## src/ppid_pkg.sv

```systemverilog
// Shared widths, register indexes and saturation helpers for the PID controller.
package ppid_pkg;

  localparam int FRAC_BITS = 16;

  localparam int DATA_W = 32;               // gains, setpoint, sample, error
  localparam int ERR_W  = 32;
  localparam int INT_W  = 28;               // integral accumulator
  localparam int OUT_W  = 27;               // control output
  localparam int LIM_W  = 10;               // limits in whole units
  localparam int ACC_W  = ERR_W + 1;        // one bit of headroom for add/sub
  localparam int SHL_W  = LIM_W + FRAC_BITS;
  localparam int FIT_W  = (SHL_W > INT_W) ? SHL_W : INT_W;
  localparam int PROD_W = 2 * DATA_W;
  localparam int TERM_W = PROD_W - FRAC_BITS;
  localparam int SUM_W  = TERM_W + 2;       // exact sum of three terms

  localparam int REG_IDX_W = 3;
  localparam logic [REG_IDX_W-1:0] REG_GAIN_P   = 3'd0;
  localparam logic [REG_IDX_W-1:0] REG_GAIN_I   = 3'd1;
  localparam logic [REG_IDX_W-1:0] REG_GAIN_D   = 3'd2;
  localparam logic [REG_IDX_W-1:0] REG_SETPOINT = 3'd3;
  localparam logic [REG_IDX_W-1:0] REG_INT_LIM  = 3'd4;
  localparam logic [REG_IDX_W-1:0] REG_OUT_LIM  = 3'd5;

  localparam logic [LIM_W-1:0] LIM_RESET = LIM_W'(1000);

  // Saturate a value with one guard bit down to ERR_W bits.
  function automatic logic signed [ERR_W-1:0] sat_err(input logic signed [ACC_W-1:0] x);
    logic signed [ERR_W-1:0] r;
    if (x[ACC_W-1] != x[ACC_W-2]) begin
      r = x[ACC_W-1] ? {1'b1, {(ERR_W-1){1'b0}}} : {1'b0, {(ERR_W-1){1'b1}}};
    end else begin
      r = x[ERR_W-1:0];
    end
    return r;
  endfunction

  // Whole-unit limit moved to fixed point, capped at the largest positive
  // value of a w-bit signed quantity.
  function automatic logic [FIT_W-1:0] limit_fit(input logic [LIM_W-1:0] whole,
                                                  input int unsigned w);
    logic [FIT_W-1:0] v;
    logic [FIT_W-1:0] cap;
    v   = FIT_W'({whole, {FRAC_BITS{1'b0}}});
    cap = {FIT_W{1'b1}} >> (FIT_W - w + 1);
    return (v > cap) ? cap : v;
  endfunction

endpackage

```

## src/ppid_state.sv

```systemverilog
// Error, clamped integral and error change; holds the controller state.
module ppid_state import ppid_pkg::*; (
  input  logic                     clk,
  input  logic                     rst,
  input  logic                     load,
  input  logic signed [DATA_W-1:0] setpoint,
  input  logic [LIM_W-1:0]         integral_limit,
  input  logic signed [DATA_W-1:0] meas,
  output logic signed [ERR_W-1:0]  err,
  output logic signed [INT_W-1:0]  integ,
  output logic signed [ERR_W-1:0]  derr
);

  logic signed [ERR_W-1:0] previous_error;
  logic signed [INT_W-1:0] integral_sum;

  logic signed [ERR_W-1:0] err_next;
  logic signed [INT_W-1:0] integ_next;
  logic signed [ERR_W-1:0] derr_next;
  logic signed [ACC_W-1:0] acc;
  logic signed [ACC_W-1:0] ilim;
  logic [FIT_W-1:0]        ilim_fit;

  always_comb begin
    err_next  = sat_err(ACC_W'(setpoint) - ACC_W'(meas));
    ilim_fit  = limit_fit(integral_limit, INT_W);
    ilim      = $signed(ACC_W'(ilim_fit[INT_W-1:0]));
    acc       = ACC_W'(integral_sum) + ACC_W'(err_next);
    if (acc > ilim) begin
      integ_next = ilim[INT_W-1:0];
    end else if (acc < -ilim) begin
      integ_next = INT_W'(-ilim);
    end else begin
      integ_next = acc[INT_W-1:0];
    end
    derr_next = sat_err(ACC_W'(err_next) - ACC_W'(previous_error));
  end

  always_ff @(posedge clk) begin
    if (rst) begin
      previous_error <= '0;
      integral_sum   <= '0;
    end else if (load) begin
      previous_error <= err_next;
      integral_sum   <= integ_next;
    end
  end

  always_ff @(posedge clk) begin
    if (load) begin
      err   <= err_next;
      integ <= integ_next;
      derr  <= derr_next;
    end
  end

endmodule

```

## config.mk

```make
export PLATFORM = sky130hd
export DESIGN_NAME = ppid_state
export DESIGN_NICKNAME = d
export VERILOG_FILES = /design/src/ppid_pkg.sv /design/src/ppid_state.sv
export SDC_FILE = /design/constraint.sdc
export NUM_CORES = 1
export LEC_CHECK = 0
export ABC_CLOCK_PERIOD_IN_PS = 18300
export BUFFER_PORTS_ARGS = -buffer_cell sky130_fd_sc_hd__buf_4
export CAP_MARGIN = 10
export CORE_MARGIN = 5
export CORE_UTILIZATION = 35
export DETAILED_ROUTE_END_ITERATION = 7
export SKIP_LAST_GASP = 1
export SYNTH_ARGS = -nofsm -noshare
export SYNTH_HDL_FRONTEND = slang
export SYNTH_SLANG_ARGS = --single-unit
```

## constraint.sdc

```tcl
create_clock -name clk -period 18.3 [get_ports clk]
set_clock_uncertainty 0.1 [all_clocks]
set_input_delay 2.745 -clock clk [delete_from_list [all_inputs] [get_ports clk]]
set_output_delay 2.745 -clock clk [all_outputs]
set_load 0.005 [all_outputs]
```

Word-level counts from Yosys, hierarchy flattened
Index checks and enable logic that the tools add are counted.

Add/sub/neg operators: 4. Magnitude comparators: 2. Muxes and demuxes: 6. Equality and inequality tests: 2.

Operator list (count): 32-bit 2-to-1 mux (4); 32-bit by 32-bit subtractor with 33-bit output (2); 28-bit 2-to-1 mux (2); 28-bit by 32-bit adder with 33-bit output (1); 33-bit by 27-bit > comparator with 1-bit output (1); 33-bit less-than comparator (1); 26-bit negator with 33-bit output (1); 1-bit inequality test (2).

Output and inout port bits: 92. Logic and storage cells: 19. Register bits after elaboration: 152.

Longest topological paths before layout
Gate-level depths: netlist of the first run.

Word-level depth: 7. Mapped depth: 41. Gate-level depth less buffers: 39.

Worst setup path before layout of the first run
No wires, ideal clock.

Path type: in2reg. Start: in setpoint[0]. End: reg integ[18], data pin. Path slack: 7.771 ns. Stages on the path: 39. Data arrival time: 10.169 ns. Cell sequence: inv_1 ha_1 inv_1 fa_1 a21oi_1 o21bai_1 a211oi_1 o31ai_1 o211ai_1 a21oi_1 o21ai_0 a31oi_1 inv_1 ha_1 inv_1 nand2_1 o21a_1 inv_1 (+3 left out) nand2b_1 a21oi_1 o21ai_1 a21o_1 a211oi_1 o21bai_1 a311oi_2 inv_1 clkbuf_1 ha_1 nand4_1 o21ai_0 nor3_1 a21oi_1 a211oi_1 clkbuf_1 mux2i_1 mux2_2.

Word-level cells in the longest chain between the ends: 7.

Ends and longest elaborated chain: start, declared (RTL line ppid_state.sv:6) `input logic signed [DATA_W-1:0] setpoint,`; 32-bit by 32-bit subtractor with 33-bit output * (RTL line ppid_state.sv:25) `err_next = sat_err(ACC_W'(setpoint) - ACC_W'(meas));`; 32-bit 2-to-1 mux or 1-bit inequality test (tied branches) (RTL line ppid_pkg.sv:32, ppid_pkg.sv:31); 32-bit 2-to-1 mux * (RTL line ppid_pkg.sv:31) `if (x[ACC_W-1] != x[ACC_W-2]) begin`; via err_next[0] (RTL line ppid_state.sv:17) `logic signed [ERR_W-1:0] err_next;`; 28-bit by 32-bit adder with 33-bit output * (RTL line ppid_state.sv:28) `acc = ACC_W'(integral_sum) + ACC_W'(err_next);`; 33-bit less-than comparator (RTL line ppid_state.sv:31) `end else if (acc < -ilim) begin`; 28-bit 2-to-1 mux (RTL line ppid_state.sv:31); 28-bit 2-to-1 mux * (RTL line ppid_state.sv:29) `if (acc > ilim) begin`; via integ_next[18] (RTL line ppid_state.sv:18) `logic signed [INT_W-1:0] integ_next;`; end signal, assigned (RTL line ppid_state.sv:52) `integ <= integ_next;`; end, declared (RTL line ppid_state.sv:10) `output logic signed [INT_W-1:0] integ,`.

Mark *: on every way through the listed nets, which the timed path passes. The rest lies on a longest branch. A chain may end at the register's enable or synchronous reset.

Worst setup path after layout of the first run
Start: in setpoint[0]. End: reg integ[16], data pin.

Same word-level chain as after synthesis.

==> metrics.csv, run 1 <==
metric,value,unit
status,completed,
I/O pins,169,
Die Wd,195,um
most frequent cells in the layout,"175 x buf_4, 132 x a21oi_1, 123 x ha_1",
CTS Buf Count,17,
Syn. warnings,0,
CTS tree,built,
Die Footprint,0.0380,mm2
"EDFF count, synth",92,
Post-Syn Instances,1357,
Pleak,0.00625,uW
DRC viols,0,
Initial Util,35.6,%
maximum ir drop on the vdd rail,0.0000640,V
max-slew violation total from the final report,0,
setup repair after global routing missed its margin,false,
type of the worst setup path,in -> reg,
total gr overflow,0,
Site Rows,67,
P&R area growth vs syn,18.2,%
"flops & latches, synth",152,
Hold Buf Count CTS,0,
Final min period,12830,ps
Tcrit/Tclk final,70.1,%
synthesized area,0.0120,mm2
CTS Root Cell,clkbuf_16,
nets@finish,1695,
CP required,18330,ps
Setup TNS,0,ps
number of antenna repair diodes,0,
power per cell area,186,mW/mm2
Fmax,77.9,MHz
"Cell Area, Placed",0.0136,mm2
"Buf+Inv Stages, Crit Path",7,
Core ar.,0.0337,mm2
Max clock buf depth,2,
First-pass DRT Iterations,5,
"Primary FF master, synth",edfxtp_1,
worst hold-check path type,reg -> reg,
first-pass GRT wire length,58.0,mm
Final GP Congestion,0.911,
Iter 0 DRT Violations,898,
Vias,10700,
slowest cell on the critical path,a21o_1,
worst slew pin tran,1300,ps
HPWL Detailed,29.3,mm
"commonest non-fill, non-tap cell in the layout",buf_4,
wire per inst,18.9,um
pin count of the biggest net entering global routing,69,
placed cells,1921,
Post-DRT Antenna Nets,0,
port bufs,168,
WHS,372,ps
antenna violations before repair,1,
net count of the mapped netlist,1560,
mean number of vias per cell,5.50,
clk slew on worst S/H paths,60,ps
setup-violating endpoint count in the final report,0,
"Distinct cells, synth",84,
Post-CTS Setup Repair Bufs,0,
post_cts resized,0,
Synth Area per Inst,8.83,um2
Rel. slew slack,13.1,%
Startpoint Class,input port,
design area,0.0142,mm2
register area share after synthesis,33.1,%
Worst Path Arrival,12860,ps
clk_lat worst skew,430,ps
Final Hold Viols,0,
DRT Wirelength,37.0,mm
Post-Layout Cell Count,1953,
Die H,195,um
share of layout cells above drive strength 1,16.1,%
Crit Path Max Fanout,33,
CP top delay family,compound AO/OA/AOI/OAI gates,
Async SR Flop Fraction,0,%
htree depth,4,
# Max-Cap Violations,0,
slowest cell delay on critical path,870,ps
critical path capture point type,flop,
"Top cell by count, worst path",inv_1,
Num Clock Sinks,152,
Overall Global Routing Usage,18.8,%
vias in the first global route,10300,
==> synthesized netlist by cell type (14+ instances only) <==
cell      instances  area (um2)
a21oi_1         132         661
ha_1            123        1540
inv_1           119         447
nand2_1         119         447
edfxtp_1         92        2760
nor2_1           75         282
a21o_1           69         518
xnor2_1          63         552
dfxtp_1          60        1200
o21ai_0          56         280
clkbuf_1         39         146
o21a_1           34         255
nor3_1           27         135
xor2_1           23         201
nand3_1          20         100
o32ai_1          18         158
buf_2            15        75.1
nand2b_1         15        93.8
nand4_1          14        87.6
o211ai_1         14         105
==> metrics by stage <==
stage / utilization, % / setup slack, ps / total power (uW)
after floorplan: - / 7770 / 1760
after global placement: 40.4 / 5360 / 2280
after detailed placement: 40.4 / 5160 / 2290
after CTS: 42.1 / 5590 / 2650
after global routing: 42.1 / 4570 / 2850
final: 42.1 / 5470 / 2640
==> final timing paths <==
kind              cells past startpoint                  to  slack, ps                from
setup / recovery                     36           integ[16]       5470         setpoint[0]
hold / removal                        2  previous_error[12]        370  previous_error[12]
setup reg to reg                     20           integ[16]      11930     integral_sum[0]
hold reg to reg                       2  previous_error[12]        370  previous_error[12]
==> power by group <==
group,total (uW),leakage (uW),switching [uW],internal (uW)
sequential,593,0.00140,49.7,543
clock,351,0.000274,147,204
combinational,1700,0.00458,1010,686
==> routing by layer <==
| metal | vias up | part of all wire (%) | GRT usage, % |
|---|---|---|---|
| met5 | - | 0.035 | 0 |
| met4 | 2 | 1.8 | 4.50 |
| met2 | 349 | 46 | 30.1 |
| li1 | 5266 | - | - |
| met1 | 5075 | 46 | 26.4 |
| met3 | 44 | 6.1 | 3.65 |
==> flip-flops by register name, indices dropped and copies added (netlist names) <==
signal,count
derr,32
err,32
previous_error,32
integ,28
integral_sum,28
==> worst register-to-register path: stages (launching register included) <==
cell and delay, ps:
dfxtp_1 340, ha_1 210, inv_1 70, fa_1 420
nand2b_1 180, a21oi_1 330, o21ai_1 210, a21o_1 240
a211oi_1 420, o21bai_1 140, a311oi_2 670, inv_1 400
ha_1 410, nand4_1 120, o21ai_0 110, nor3_1 140
a21oi_1 80, a211oi_2 140, buf_4 270, a21o_1 880
mux2i_1 200
==> kinds of logic (layout without fill, tap and decap cells) <==
| family | after synthesis | after routing | share of synthesized area [%] |
|---|---|---|---|
| multiplexers | 15 | 15 | 1.32 |
| XOR/XNOR | 86 | 86 | 6.28 |
| buffers and inverters | 179 | 327 | 5.98 |
| flip-flops | 152 | 152 | 33.1 |
| AO/OA/AOI/OAI | 448 | 448 | 25.4 |
| adder cells (fa/ha/maj) | 137 | 137 | 14.4 |
| AND/OR/NAND/NOR | 340 | 340 | 13.6 |
==> final cells by class <==
type | instances | area, um2
timing repair buffer | 175 | 1310
clock inverter | 12 | 128
tap | 448 | 561
fill | 3331 | 19500
sequential | 152 | 3960
inverter | 120 | 450
clock buffer | 20 | 447
multi-input combinational | 1026 | 7310
Note: power is estimated with default switching activity, not from simulation.
==> run 2: changes to the inputs <==
- ABC_CLOCK_PERIOD_IN_PS: 18300 -> 10520
- clock period: 18.3 -> 10.52 ns (I/O delays scaled with it)
==> metrics.csv, run 2 (same netlist as run 1, synthesis figures left out) <==
metric,value,unit,change
maximum ir drop on the vdd rail,0.000108,V,was 0.0000640 V
Setup TNS,0,ps,unchanged
setup-violating endpoint count in the final report,0,,unchanged
CP required,10610,ps,was 18330 ps
min-delay src,previous_error[12],,unchanged
Reg2Reg Setup Slack,4970,ps,was 11930 ps
Register Area,0.00396,mm2,unchanged
antenna violations before repair,0,,was 1
Core ar.,0.0337,mm2,unchanged
crit path launch,setpoint[0],,unchanged
htree depth,4,,unchanged
most frequent cells in the layout,"201 x buf_4, 132 x a21oi_1, 123 x ha_1",,"was 175 x buf_4, 132 x a21oi_1, 123 x ha_1"
I/O pins,169,,unchanged
# Max-Cap Violations,0,,unchanged
Fmax,101,MHz,
fill count,3392,,was 3331
setup repair after global routing missed its margin,false,,unchanged
worst slew pin tran,1140,ps,was 1300 ps
Overall Global Routing Usage,19.4,%,was 18.8%
Die H,195,um,unchanged
clk slew on worst S/H paths,70,ps,was 60 ps
critical path capture point type,flop,,unchanged
worst hold path depth,2,,unchanged
First-pass DRT Iterations,5,,unchanged
first-pass GRT wire length,59.7,mm,was 58.0 mm
Max clock buf depth,2,,unchanged
slowest cell on the critical path,fa_1,,was a21o_1
status,completed,,unchanged
Worst Path Arrival,9950,ps,was 12860 ps
max-slew violation total from the final report,0,,unchanged
type of the worst setup path,in -> reg,,unchanged
placed cells,1947,,was 1921
CTS Buf Count,17,,unchanged
Die Wd,195,um,unchanged
CTS Root Cell,clkbuf_16,,unchanged
HPWL Detailed,30.3,mm,was 29.3 mm
Post-Layout Cell Count,1979,,was 1953
Site Rows,67,,unchanged
Post-DRT Antenna Nets,0,,unchanged
slowest cell delay on critical path,430,ps,was 870 ps
Final min period,9860,ps,
CTS tree,built,,unchanged
port bufs,168,,unchanged
Num Clock Sinks,152,,unchanged
Final GP Congestion,0.932,,was 0.911
DRC viols,0,,unchanged
vias in the first global route,10600,,was 10300
DRT Wirelength,38.0,mm,was 37.0 mm
Vias,10800,,was 10700
Iter 0 DRT Violations,837,,was 898
share of layout cells above drive strength 1,17.8,%,was 16.1%
Tcrit/Tclk final,93.7,%,
Pleak,0.00636,uW,was 0.00625 uW
Reg2Reg Depth,21,,was 20
Die Footprint,0.0380,mm2,unchanged
wire per inst,19.2,um,was 18.9 um
mean number of vias per cell,5.46,,was 5.50
clk_lat worst skew,440,ps,was 430 ps
Startpoint Class,input port,,unchanged
Crit Path Max Fanout,16,,was 33
Rel. slew slack,23.8,%,was 13.1%
pin count of the biggest net entering global routing,72,,was 69
Initial Util,35.6,%,unchanged
total gr overflow,0,,unchanged
"commonest non-fill, non-tap cell in the layout",buf_4,,unchanged
P&R area growth vs syn,19.6,%,was 18.2%
Final Hold Viols,0,,unchanged
multi-input logic area,0.00731,mm2,about the same
number of antenna repair diodes,0,,unchanged
worst flop-to-flop path startpoint,integral_sum[0],,unchanged
Largest regs,"derr x32, err x32, previous_error x32",,unchanged
nets@finish,1721,,was 1695
power per cell area,325,mW/mm2,was 186 mW/mm2
worst hold-check path type,reg -> reg,,unchanged
Hold Buf Count CTS,0,,unchanged
## run 2: worst max-delay path: cells and delay by family
kind                     cells  cell delay [ps]
AO/OA/AOI/OAI               19             3970
adder cells (fa/ha/maj)      6             1680
AND/OR/NAND/NOR              4              610
multiplexers                 2              660
XOR/XNOR                     1              300
buffers and inverters        9             1170
## run 2: report_power, final
part | switching, uW | internal [uW]
logic | 1800 | 1250
clock network | 272 | 307
registers | 90.6 | 944
total | 2160 | 2500
## run 2: metal layers
metal	up-vias	share of wire, %	GRT usage, %
met5	-	0	0
met2	365	45	31.2
met3	37	5.9	3.19
li1	5298	-	-
met1	5110	47	27.7
met4	0	1.4	4.03
## run 2: final timing paths
path / endpoint
hold reg to reg: previous_error[12]
setup reg to reg: integ[25]
setup / recovery: integ[25]
hold / removal: previous_error[12]
## run 2: layout make-up
cell class / count / area share [%]
Tap cell: 448 / 3.91
Sequential cell: 152 / 27.6
Multi-Input combinational cell: 1026 / 51.0
Timing Repair Buffer: 201 / 10.5
Clock buffer: 18 / 2.99
Inverter: 120 / 3.14
Clock inverter: 14 / 0.785
## run 2: stage by stage
step	cell area, um2	utilization (%)	total power, uW	setup slack (ps)	hold WS (ps)
finish	14300	42.5	4660	660	383
global route	14300	42.5	5050	147	410
CTS	14300	42.5	4670	713	384
detailed placement	13800	40.9	4070	302	374
global placement	13800	40.9	4060	427	361
floorplan	12000	-	3060	1160	345
## run 2: timing repair
item / in CTS / in global routing
setup buffers: 0 / 0
endpoints found under the setup margin: 0 / 6
resized for setup: 0 / 1
hold endpoints to repair: 0 / 0
