[src/ppid_pkg.sv]
// Shared widths, register indexes and saturation helpers for the PID controller.
package ppid_pkg;

  localparam int FRAC_BITS = 16;

  localparam int DATA_W = 32;               // gains, setpoint, sample, error
  localparam int ERR_W  = 32;
  localparam int INT_W  = 28;               // integral accumulator
  localparam int OUT_W  = 27;               // control output
  localparam int LIM_W  = 10;               // limits in whole units
  localparam int ACC_W  = ERR_W + 1;        // one bit of headroom for add/sub
  localparam int SHL_W  = LIM_W + FRAC_BITS;
  localparam int FIT_W  = (SHL_W > INT_W) ? SHL_W : INT_W;
  localparam int PROD_W = 2 * DATA_W;
  localparam int TERM_W = PROD_W - FRAC_BITS;
  localparam int SUM_W  = TERM_W + 2;       // exact sum of three terms

  localparam int REG_IDX_W = 3;
  localparam logic [REG_IDX_W-1:0] REG_GAIN_P   = 3'd0;
  localparam logic [REG_IDX_W-1:0] REG_GAIN_I   = 3'd1;
  localparam logic [REG_IDX_W-1:0] REG_GAIN_D   = 3'd2;
  localparam logic [REG_IDX_W-1:0] REG_SETPOINT = 3'd3;
  localparam logic [REG_IDX_W-1:0] REG_INT_LIM  = 3'd4;
  localparam logic [REG_IDX_W-1:0] REG_OUT_LIM  = 3'd5;

  localparam logic [LIM_W-1:0] LIM_RESET = LIM_W'(1000);

  // Saturate a value with one guard bit down to ERR_W bits.
  function automatic logic signed [ERR_W-1:0] sat_err(input logic signed [ACC_W-1:0] x);
    logic signed [ERR_W-1:0] r;
    if (x[ACC_W-1] != x[ACC_W-2]) begin
      r = x[ACC_W-1] ? {1'b1, {(ERR_W-1){1'b0}}} : {1'b0, {(ERR_W-1){1'b1}}};
    end else begin
      r = x[ERR_W-1:0];
    end
    return r;
  endfunction

  // Whole-unit limit moved to fixed point, capped at the largest positive
  // value of a w-bit signed quantity.
  function automatic logic [FIT_W-1:0] limit_fit(input logic [LIM_W-1:0] whole,
                                                  input int unsigned w);
    logic [FIT_W-1:0] v;
    logic [FIT_W-1:0] cap;
    v   = FIT_W'({whole, {FRAC_BITS{1'b0}}});
    cap = {FIT_W{1'b1}} >> (FIT_W - w + 1);
    return (v > cap) ? cap : v;
  endfunction

endpackage

[src/ppid_out.sv]
// Term sum, output clamp and the result register.
module ppid_out import ppid_pkg::*; (
  input  logic                     clk,
  input  logic                     load,
  input  logic [LIM_W-1:0]         output_limit,
  input  logic signed [TERM_W-1:0] term_p,
  input  logic signed [TERM_W-1:0] term_i,
  input  logic signed [TERM_W-1:0] term_d,
  output logic signed [OUT_W-1:0]  control_output,
  output logic                     output_clamped
);

  logic signed [SUM_W-1:0] sum;
  logic signed [SUM_W-1:0] olim;
  logic [FIT_W-1:0]        olim_fit;
  logic signed [OUT_W-1:0] co_next;
  logic                    clamped_next;

  always_comb begin
    sum      = SUM_W'(term_p) + SUM_W'(term_i) + SUM_W'(term_d);
    olim_fit = limit_fit(output_limit, OUT_W);
    olim     = $signed(SUM_W'(olim_fit[OUT_W-1:0]));
    if (sum > olim) begin
      co_next      = olim[OUT_W-1:0];
      clamped_next = 1'b1;
    end else if (sum < -olim) begin
      co_next      = OUT_W'(-olim);
      clamped_next = 1'b1;
    end else begin
      co_next      = sum[OUT_W-1:0];
      clamped_next = 1'b0;
    end
  end

  always_ff @(posedge clk) begin
    if (load) begin
      control_output <= co_next;
      output_clamped <= clamped_next;
    end
  end

endmodule

[config.mk]
export PLATFORM = sky130hd
export DESIGN_NAME = ppid_out
export DESIGN_NICKNAME = d
export VERILOG_FILES = /design/src/ppid_pkg.sv /design/src/ppid_out.sv
export SDC_FILE = /design/constraint.sdc
export NUM_CORES = 1
export LEC_CHECK = 0
export ABC_AREA = 1
export BUFFER_PORTS_ARGS = -buffer_cell sky130_fd_sc_hd__buf_2
export CORE_ASPECT_RATIO = 0.9
export CORE_UTILIZATION = 57
export CTS_CLUSTER_SIZE = 24
export DETAILED_ROUTE_END_ITERATION = 8
export PLACE_DENSITY = 0.83
export SYNTH_ARGS = -nofsm -noshare
export SYNTH_HDL_FRONTEND = slang
export SYNTH_SLANG_ARGS = --single-unit
[constraint.sdc]
create_clock -name clk -period 4.13 [get_ports clk]
set_input_delay 0 -clock clk [delete_from_list [all_inputs] [get_ports clk]]
set_output_delay 0 -clock clk [all_outputs]
set_load 0.05 [all_outputs]
# After elaboration in Yosys (flattened, before gate mapping)
# Cells that the tools add are included.
dict set report op_classes {
  addsub 3
  mux 3
  order_cmp 2
}
# operator count
set ops {}
lappend ops {{adder 49 x 48 -> 50 bit} 1}
lappend ops {{greater-than comparator 50 x 27 -> 1 bit} 1}
lappend ops {{less-than comparator 50 bit} 1}
lappend ops {{negator 26 -> 50 bit} 1}
lappend ops {{adder 48 x 48 -> 49 bit} 1}
lappend ops {{2-to-1 mux 27 bit} 1}
lappend ops {{2-to-1 mux 26 bit} 1}
lappend ops {{2-to-1 mux 1 bit} 1}
dict set report totals {
  inputBits 156
  reg_bits 28
  elab_cells 11
  output_inout_bits 28
}

# Depth between registers and ports, before layout
# Gate-level depths: netlist of run 1.
dict set report logic_depth {
  depth_word 5
  ltp_mapped 31
  depth_no_buf 31
}

# Worst setup path before layout of run 1
# OpenSTA, ideal clock, no wires.
dict set report synth_timing {
  path_type {in2reg}
  startpoint {input term_p[1]}
  endpoint {register control_output[14] (data pin)}
  n_path_buf 1
  arrival_time_ns 3.492
  required_ns 3.871
  slack_ns 0.380
  setup_ns 0.259
  path_stages 30
  path_cell_list {fa_1 > ha_1 > fa_1 > nand2_2 > nand2_1 > nand3b_1 > nand2_1 > nand2_1 > nand2_2 > xor2_1 > ha_1 > o21ai_0 > nand2_1 > a21oi_1 > nand3_1 > nand3_1 > nand2_1 > nand2_1 > nand2_1 > nand2_1 > nand2_1 > nand2_1 > nand2_1 > nand2_1 > nand2_1 > nand2_1 > nand2_2 > nand2_4 > buf_8 > nor2_2}
}
dict set report synth_between {
  elab_chain_len 4
  word_cells_on_any_way 5
  cone_classes {2 x add/sub; 2 x order compare; 1 x mux}
}
# item line_no
set synth_lines {}
lappend synth_lines {{start: declaration} ppid_out.sv:6} ;# input logic signed [TERM_W-1:0] term_p,
lappend synth_lines {{adder 48 x 48 -> 49 bit *} ppid_out.sv:20} ;# sum = SUM_W'(term_p) + SUM_W'(term_i) + SUM_W'(term_d);
lappend synth_lines {{adder 49 x 48 -> 50 bit *} ppid_out.sv:20}
lappend synth_lines {{less-than comparator 50 bit} ppid_out.sv:26} ;# end else if (sum < -olim) begin
lappend synth_lines {{2-to-1 mux 27 bit} ppid_out.sv:26}
lappend synth_lines {{end signal: assignment} ppid_out.sv:37} ;# control_output <= co_next;
lappend synth_lines {{end: declaration} ppid_out.sv:9} ;# output logic signed [OUT_W-1:0] control_output,
# Every way passes the cells marked *; elsewhere a longest branch is shown, timed or not.
# A chain may end at the register's enable or synchronous reset.

# Worst setup path after layout of run 1
dict set report layout_timing {
  startpoint {input term_p[11]}
  endpoint {register control_output[26] (data pin)}
}
# The elaborated chain is that of the path after synthesis.

==> results of run 1 <==
[synthesized netlist by cell type]
library cell | count | share of area (%)
nand3_1 | 77 | 4.7
buf_6 | 1 | 0.14
a211oi_1 | 3 | 0.27
or2_2 | 1 | 0.076
o21bai_1 | 3 | 0.27
o221a_2 | 1 | 0.14
nor2_4 | 1 | 0.14
a21oi_1 | 50 | 3.0
xor2_1 | 11 | 1.2
buf_8 | 1 | 0.18
and2_1 | 3 | 0.23
o21ai_0 | 7 | 0.43
nand3b_1 | 4 | 0.36
a21oi_4 | 1 | 0.20
xnor2_1 | 16 | 1.7
and3_1 | 1 | 0.076
nor3_2 | 3 | 0.36
a21o_1 | 1 | 0.091
nor3_1 | 13 | 0.79
nand3_4 | 1 | 0.21
inv_2 | 3 | 0.14
nand3_2 | 3 | 0.36
o21a_1 | 3 | 0.27
edfxtp_1 | 28 | 10
nor2_2 | 27 | 2.1
nand2_2 | 19 | 1.4
nor4_1 | 2 | 0.15
fa_1 | 49 | 12
clkbuf_1 | 2 | 0.091
nand2_1 | 529 | 24
nor2_1 | 100 | 4.6
nand2_4 | 1 | 0.14
inv_1 | 284 | 13
nand4_1 | 38 | 2.9
ha_1 | 92 | 14
o221ai_1 | 2 | 0.21
[worst max-delay path: stages]
cell and delay [ns]:
buf_2 0.11, fa_1 0.48, ha_1 0.38, nand2_1 0.20, nor2_2 0.22, nand2_1 0.08, nand2_1 0.13, inv_1 0.07
nand2_2 0.13, nand2_1 0.07, nand2_1 0.09, xor2_1 0.27, buf_4 0.19, ha_1 0.24, a21oi_1 0.16, nor3_1 0.07
a211oi_1 0.16, nand2_1 0.08, nand2_1 0.06, nand2_1 0.04, nand2_1 0.09, nand2_1 0.08, nand2_1 0.14, nand2_4 0.11
buf_4 0.16, nand3_1 0.06, o21ai_0 0.08
[layer usage]
| metal | part of all wire (%) | vias to the layer above | GRT usage, % | wire length [um] |
|---|---|---|---|---|
| li1 | - | 4784 | - | - |
| met1 | 44 | 4373 | 50.07 | 11770 |
| met2 | 42 | 459 | 56.11 | 11290 |
| met3 | 10 | 53 | 5.771 | 2733 |
| met4 | 3.2 | 0 | 12.86 | 841 |
| met5 | 0 | - | 0 | 0 |
[logic make-up after synthesis]
logic type               Yosys count  synth area share, %
AO/OA/AOI/OAI                     71                4.922
XOR/XNOR                          27                2.871
adder cells (fa/ha/maj)          141                25.88
buffers and inverters            291                13.49
flip-flops                        28                10.21
AND/OR/NAND/NOR                  823                42.62
[metrics by stage]
step	setup TNS, ns	hold WS [ns]
finish	0	0.07108
detailed placement	-0.3669	0.3279
floorplan	0	0.1125
global placement	0	0.3156
CTS	0	0.06352
global route	-0.06412	0.09044
[path summary, 6_finish.rpt]
check | startpoint | slack (ns) | to
max | term_p[11] | 0.19 | control_output[26]
min | output_limit[4] | 0.07 | control_output[20]
[power by group through the flow]
stage | logic [W] | clock network (W) | registers, W
floorplan | 0.00179 | 0 | 0.000700
global placement | 0.00301 | 0 | 0.000439
detailed placement | 0.00307 | 0 | 0.000440
CTS | 0.00309 | 0.000281 | 0.000435
global route | 0.00354 | 0.000293 | 0.000442
finish | 0.00321 | 0.000285 | 0.000434
[registers in the layout, indices dropped and copies added (netlist names)]
signal          cells
output_clamped      1
control_output     27
[layout make-up]
| cell class | instances | area [um2] |
|---|---|---|
| fillers | 1276 | 3850 |
| repair buffers | 265 | 1544 |
| flip-flops and latches | 28 | 840.8 |
| inverters | 287 | 1077 |
| multi-input cells | 1062 | 6397 |
| well taps | 193 | 241.5 |
| clock inverters | 1 | 30.03 |
| clock buffers | 3 | 75.07 |
[repair_timing]
item / in CTS / in global routing
hold endpoints to repair: 0 / 0
resized for setup: 0 / 22
setup buffers: 0 / 3
endpoints found under the setup margin: 0 / 28
==> reports/qor.txt, run 1 <==
Outcome: complete, no violations
GR Overflow Total: 0
Worst slack, placed: -0.03337 ns
Final core occ: 72.61%
Req. time, crit path: 4.13 ns
GPL Wtd Cong: 1.032
Switching power: 0.002195 W
Final Total Pwr: 0.003932 W
Initial antenna violation count: 0
Hold/Removal Path Class: input pin to flop
Largest net degree at the start of global routing: 29
CTS tree: built
Post-Synthesis Cells: 1381
Max rail drop VDD: 0.0003343 V
Clock Sinks: 28
#FFs+latches synth: 28
Sequential share of power: 11.0%
Port Buffer Count: 183
Syn avg cell area: 5.964 um2
First-pass GRT wire length: 41360 um
Share of layout cells above drive strength 1: 21.08%
Final WS setup: 0.1926 ns
Vias in the first global route: 8727
Hold Buf Count CTS: 0
Dpl cells: 1832
Final Hold Fails: 0
Synthesis-to-finish area growth: 23.91%
Hold depth: 3
Vias per inst: 5.258
Synth Net Count: 1678
CTS max path bufs: 2
Slew margin rel.: 60.24%
Avg WL per Cell: 14.48 um
Clk slew on worst S/H paths: 0.06 ns
Worst-path fanout max: 6
Pins Over Slew Limit: 0
Worst slew pin tran: 0.5921 ns
Logic pwr share: 81.7%
DRC: 0
# diodes: 0
Number of I/O pins: 184
Switching share of power: 55.81%
Num rows: 41
Non-Filler Instances: 1839
Clock power share: 7.2%
Post-Route WL: 26640 um
Period utilization: 95.34%
Vias: 9669
Routed Antenna Nets: 0
Max H-tree Level: 1
Vert. Die Dim: 116.0 um
Nets: 1944
Maximum clock rate: 254.0 MHz
Crit start category: input pin
Most frequent cells in the layout: nand2_1, inv_1, buf_2
Initial Util: 58.60%
Clock buffers created by TritonCTS: 3
1st-iter DRT viols: 790
Core area: 14060 um2
Post-layout min period: 3.937 ns
CTS root buffer: clkbuf_16
Die area: 14940 um2
Commonest non-fill, non-tap cell in the layout: nand2_1
DR pass1 iterations: 5
Max-cap check violation count: 0
Worst setup EP type: flop
Post-synthesis sequential area ratio: 10.21%
Post-DP Area: 9966 um2
Post-DP HPWL: 23790 um
Setup Crit Path Kind: input pin to flop
Yosys cell types: 36
Die width: 128.7 um
Leakage Power: 6.025 nW
CP arrival: 3.93 ns
Final Cell Area: 10210 um2
Internal power: 0.001738 W
GRT Overall Usage: 35.89%
Mapped Area: 8237 um2
Power Density: 385.3 nW/um2
Final setup vio count: 0
Synth Warn #: 0
Note: power is estimated with default switching activity, not from simulation.
==> inputs of run 2 (changes only) <==
--- a/config.mk
+++ b/config.mk
@@ -5,13 +5,13 @@
 export SDC_FILE = /design/constraint.sdc
 export NUM_CORES = 1
 export LEC_CHECK = 0
-export ABC_AREA = 1
 export BUFFER_PORTS_ARGS = -buffer_cell sky130_fd_sc_hd__buf_2
 export CORE_ASPECT_RATIO = 0.9
-export CORE_UTILIZATION = 57
+export CORE_UTILIZATION = 56
 export CTS_CLUSTER_SIZE = 24
 export DETAILED_ROUTE_END_ITERATION = 8
-export PLACE_DENSITY = 0.83
+export HOLD_SLACK_MARGIN = 0.06
+export PLACE_DENSITY = 0.84
 export SYNTH_ARGS = -nofsm -noshare
 export SYNTH_HDL_FRONTEND = slang
 export SYNTH_SLANG_ARGS = --single-unit
==> run 2 against run 1 <==
Net effect:
- the flow now finishes with violations (design-rule violations, negative setup slack)
- non-clock buffer count is 153 higher
- routed wire length is 10% higher
- count of clock-buffer cells in the layout unchanged
- fmax fell by 23%
- area after synthesis fell by 14%
- critical path depth down 3
- global-route usage grew 7.8 points
- via count down 4.8%
- cell count fell by 25%
- hold slack gained 0.013 ns
==> reports/qor.txt, run 2 <==
Synth Net Count: 1127 (was 1678)
Share of the synthesized area in the top cell type: 16.34% (was 24.11%)
Num rows: 38 (was 41)
Port Buffer Count: 183 (unchanged)
GPL Wtd Cong: 0.9568 (was 1.032)
Biggest regs: control_output: 27 flops, output_clamped: 1 flops (unchanged)
Most frequent cells in the layout: buf_4, buf_2, ha_1 (was nand2_1, inv_1, buf_2)
Core area: 12170 um2 (was 14060 um2)
Vias in the first global route: 8911 (was 8727)
Vert. Die Dim: 108.4 um (was 116.0 um)
Largest register FFs: 27 (unchanged)
Worst slew pin tran: 1.015 ns (was 0.5921 ns)
RSZ-0062 raised after global routing: yes
Avg WL per Cell: 21.36 um (was 14.48 um)
Max rail drop VDD: 0.0002226 V (was 0.0003343 V)
Vias per inst: 6.692 (was 5.258)
Syn avg cell area: 8.489 um2 (was 5.964 um2)
Post-synth top flop: edfxtp_1 (unchanged)
DRC: 2 (was 0)
Initial Util: 57.88% (was 58.60%)
Worst-path fanout max: 7 (was 6)
Most frequent CP cell: nand2_2 (was nand2_1)
Worst slack, placed: -1.039 ns (was -0.03337 ns)
Async set-reset flop share out of synthesis: 0% (unchanged)
Vias: 9208 (was 9669)
Worst path slowest cell: fa_1 (unchanged)
Clk slew on worst S/H paths: 0.07 ns (was 0.06 ns)
Most area-hungry cell type in the Yosys netlist: ha_1 (was nand2_1)
Top cells by area, synth: ha_1, fa_1, edfxtp_1, a21oi_1, nand2_1 (was nand2_1, ha_1, inv_1, fa_1, edfxtp_1)
Outcome: finished, violations left (was complete, no violations)
Hold/Removal Path Class: input pin to flop (unchanged)
Largest stage delay, worst path: 0.50 ns (was 0.48 ns)
Failing checks: design-rule violations, negative setup slack
WP buf/inv: 4 (unchanged)
Nets: 1514 (was 1944)
Routed Antenna Nets: 0 (unchanged)
Setup crit end: control_output[19] (was control_output[26])
CP arrival: 5.16 ns (was 3.93 ns)
# diodes: 0 (unchanged)
Clock Sinks: 28 (unchanged)
Share of layout cells above drive strength 1: 42.02% (was 21.08%)
Power Density: 439.5 nW/um2 (was 385.3 nW/um2)
Period utilization: 124.4% (was 95.34%)
Leakage Power: 4.814 nW (was 6.025 nW)
Post-Synthesis Cells: 830 (was 1381)
Synth Warn #: 0 (unchanged)
Req. time, crit path: 4.15 ns (was 4.13 ns)
CTS max path bufs: 2 (unchanged)
Largest net degree at the start of global routing: 29 (unchanged)
Post-layout min period: 5.138 ns (was 3.937 ns)
Die width: 120.2 um (was 128.7 um)
Number of I/O pins: 184 (unchanged)
Setup crit start: term_i[1] (was term_p[11])
GRT Overall Usage: 43.68% (was 35.89%)
Reg with most FFs: control_output (unchanged)
CTS tree: built (unchanged)
Hold depth: 3 (unchanged)
EDFF count, synth: 28 (unchanged)
Synthesis-to-finish area growth: 45.92% (was 23.91%)
Clock buffers created by TritonCTS: 3 (unchanged)
First-pass GRT wire length: 44460 um (was 41360 um)
Crit-path cells: buf_2 > fa_1 > ha_4 > fa_2 > a211oi_4 > o211ai_2 > a22oi_2 > nand2_2 > buf_6 > nand2_2 > nand2_2 > xor2_2 > ha_1 > nand4_1 > nor4_4 > o2111ai_1 > a311oi_1 > o2111ai_1 > mux2i_1 > nand2_2 > buf_6 > buf_6 > mux2i_2 > a211oi_2
Pins Over Slew Limit: 0 (unchanged)
WHS: 0.08393 ns (was 0.07108 ns)
Post-synthesis sequential area ratio: 11.93% (was 10.21%)
Final Total Pwr: 0.004519 W (was 0.003932 W)
Most frequent cells after synthesis: ha_1, a21oi_1, nand2_1, nor2_1, fa_1 (was nand2_1, inv_1, nor2_1, ha_1, nand3_1)
Final Hold Fails: 0 (unchanged)
CTS root buffer: clkbuf_16 (unchanged)
Worst setup EP type: flop (unchanged)
Setup Crit Path Kind: input pin to flop (unchanged)
Commonest non-fill, non-tap cell in the layout: buf_4 (was nand2_1)
GR Overflow Total: 0 (unchanged)
Final setup vio count: 28 (was 0)
1st-iter DRT viols: 1464 (was 790)
Post-Route WL: 29390 um (was 26640 um)
Max-cap check violation count: 0 (unchanged)
Crit start category: input pin (unchanged)
DR pass1 iterations: 9 (was 5)
Instance count on the critical path: 24 (was 27)
Mapped Area: 7046 um2 (was 8237 um2)
Yosys cell types: 78 (was 36)
Count leader, synth: ha_1 (was nand2_1)
Die area: 13030 um2 (was 14940 um2)
Largest delay share family, worst path: compound AO/OA/AOI/OAI gates (was simple AND/OR/NAND/NOR gates)
#FFs+latches synth: 28 (unchanged)
Hold Buf Count CTS: 0 (unchanged)
Slew margin rel.: 31.85% (was 60.24%)
Post-DP HPWL: 20260 um (was 23790 um)
Final WS setup: -1.008 ns (was 0.1926 ns)
Initial antenna violation count: 1 (was 0)
Max H-tree Level: 1 (unchanged)
Maximum clock rate: 194.6 MHz (was 254.0 MHz)
run 2: cell count changes in the layout (fill, tap and decap cells not counted), moves of 17 or more:
cell	change
nor2_1	-50
nor2_2	-26
inv_1	-257
and3_1	+21
a21o_1	+19
nand3_1	-57
buf_4	+147
o21ai_0	+38
nand2_1	-460
a21oi_1	+17
run 2: worst min-delay path: cells and delay by family:
family | cells | cell delay, ns
buf+inv | 1 | 0.09
compound gates | 1 | 0.10
simple gates | 1 | 0.05
run 2: final cells by class:
type / instances / area, um2
multi-input cells: 739 / 6279
repair buffers: 418 / 2755
fillers: 711 / 1891
flip-flops and latches: 28 / 840.8
well taps: 160 / 200.2
inverters: 27 / 101.3
clock buffers: 3 / 75.07
clock inverters: 1 / 30.03
run 2: power by group:
group	total [W]	leakage [nW]	switching, W	internal [W]
combinational	0.00379	4.49	0.00214	0.00164
clock	0.000306	0.0511	0.000112	0.000194
sequential	0.000425	0.271	0.0000229	0.000403
total	0.00452	4.81	0.00228	0.00224
run 2: kinds of logic (layout without fill, tap and decap cells):
family                   Yosys count  after routing  share of synthesized area, %
AO/OA/AOI/OAI                    266            266                         26.67
XOR/XNOR                          37             37                         4.600
adder cells (fa/ha/maj)          142            142                         30.40
buffers and inverters             65            449                         4.422
flip-flops                        28             28                         11.93
multiplexers                       8              8                         1.137
AND/OR/NAND/NOR                  284            286                         20.83
run 2: metrics by stage:
stage	std cells	utilization, %	setup TNS, ns	area, um2
2_1_floorplan	830	-	-7.455	7118
3_3_place_gp	1353	79.31	-22.89	9653
3_5_place_dp	1353	79.31	-27.19	9653
6_report	1376	84.47	-25.39	10280
4_1_cts	1372	82.65	-14.95	10060
5_1_grt	1376	84.47	-28.41	10280
run 2: timing repair:
item,in CTS,in global routing
setup buffers,13,4
gates cloned,2,0
setup endpoints to repair,28,28
pin swaps,31,16
gates resized for setup,44,43
run 2: worst min path at each step:
stage                     from                  to  slack (ns)
2_1_floorplan             load   control_output[0]        0.11
6_report       output_limit[9]  control_output[25]        0.08
3_5_place_dp   output_limit[9]  control_output[25]        0.36
4_1_cts        output_limit[9]  control_output[25]        0.09
3_3_place_gp   output_limit[9]  control_output[25]        0.35
5_1_grt        output_limit[9]  control_output[25]        0.09
run 2: layer usage:
layer | routed length (um) | track usage (%)
met5 | 13 | 0
met4 | 2174 | 25.40
met3 | 3842 | 10.97
met2 | 12790 | 71.31
met1 | 10570 | 52.45
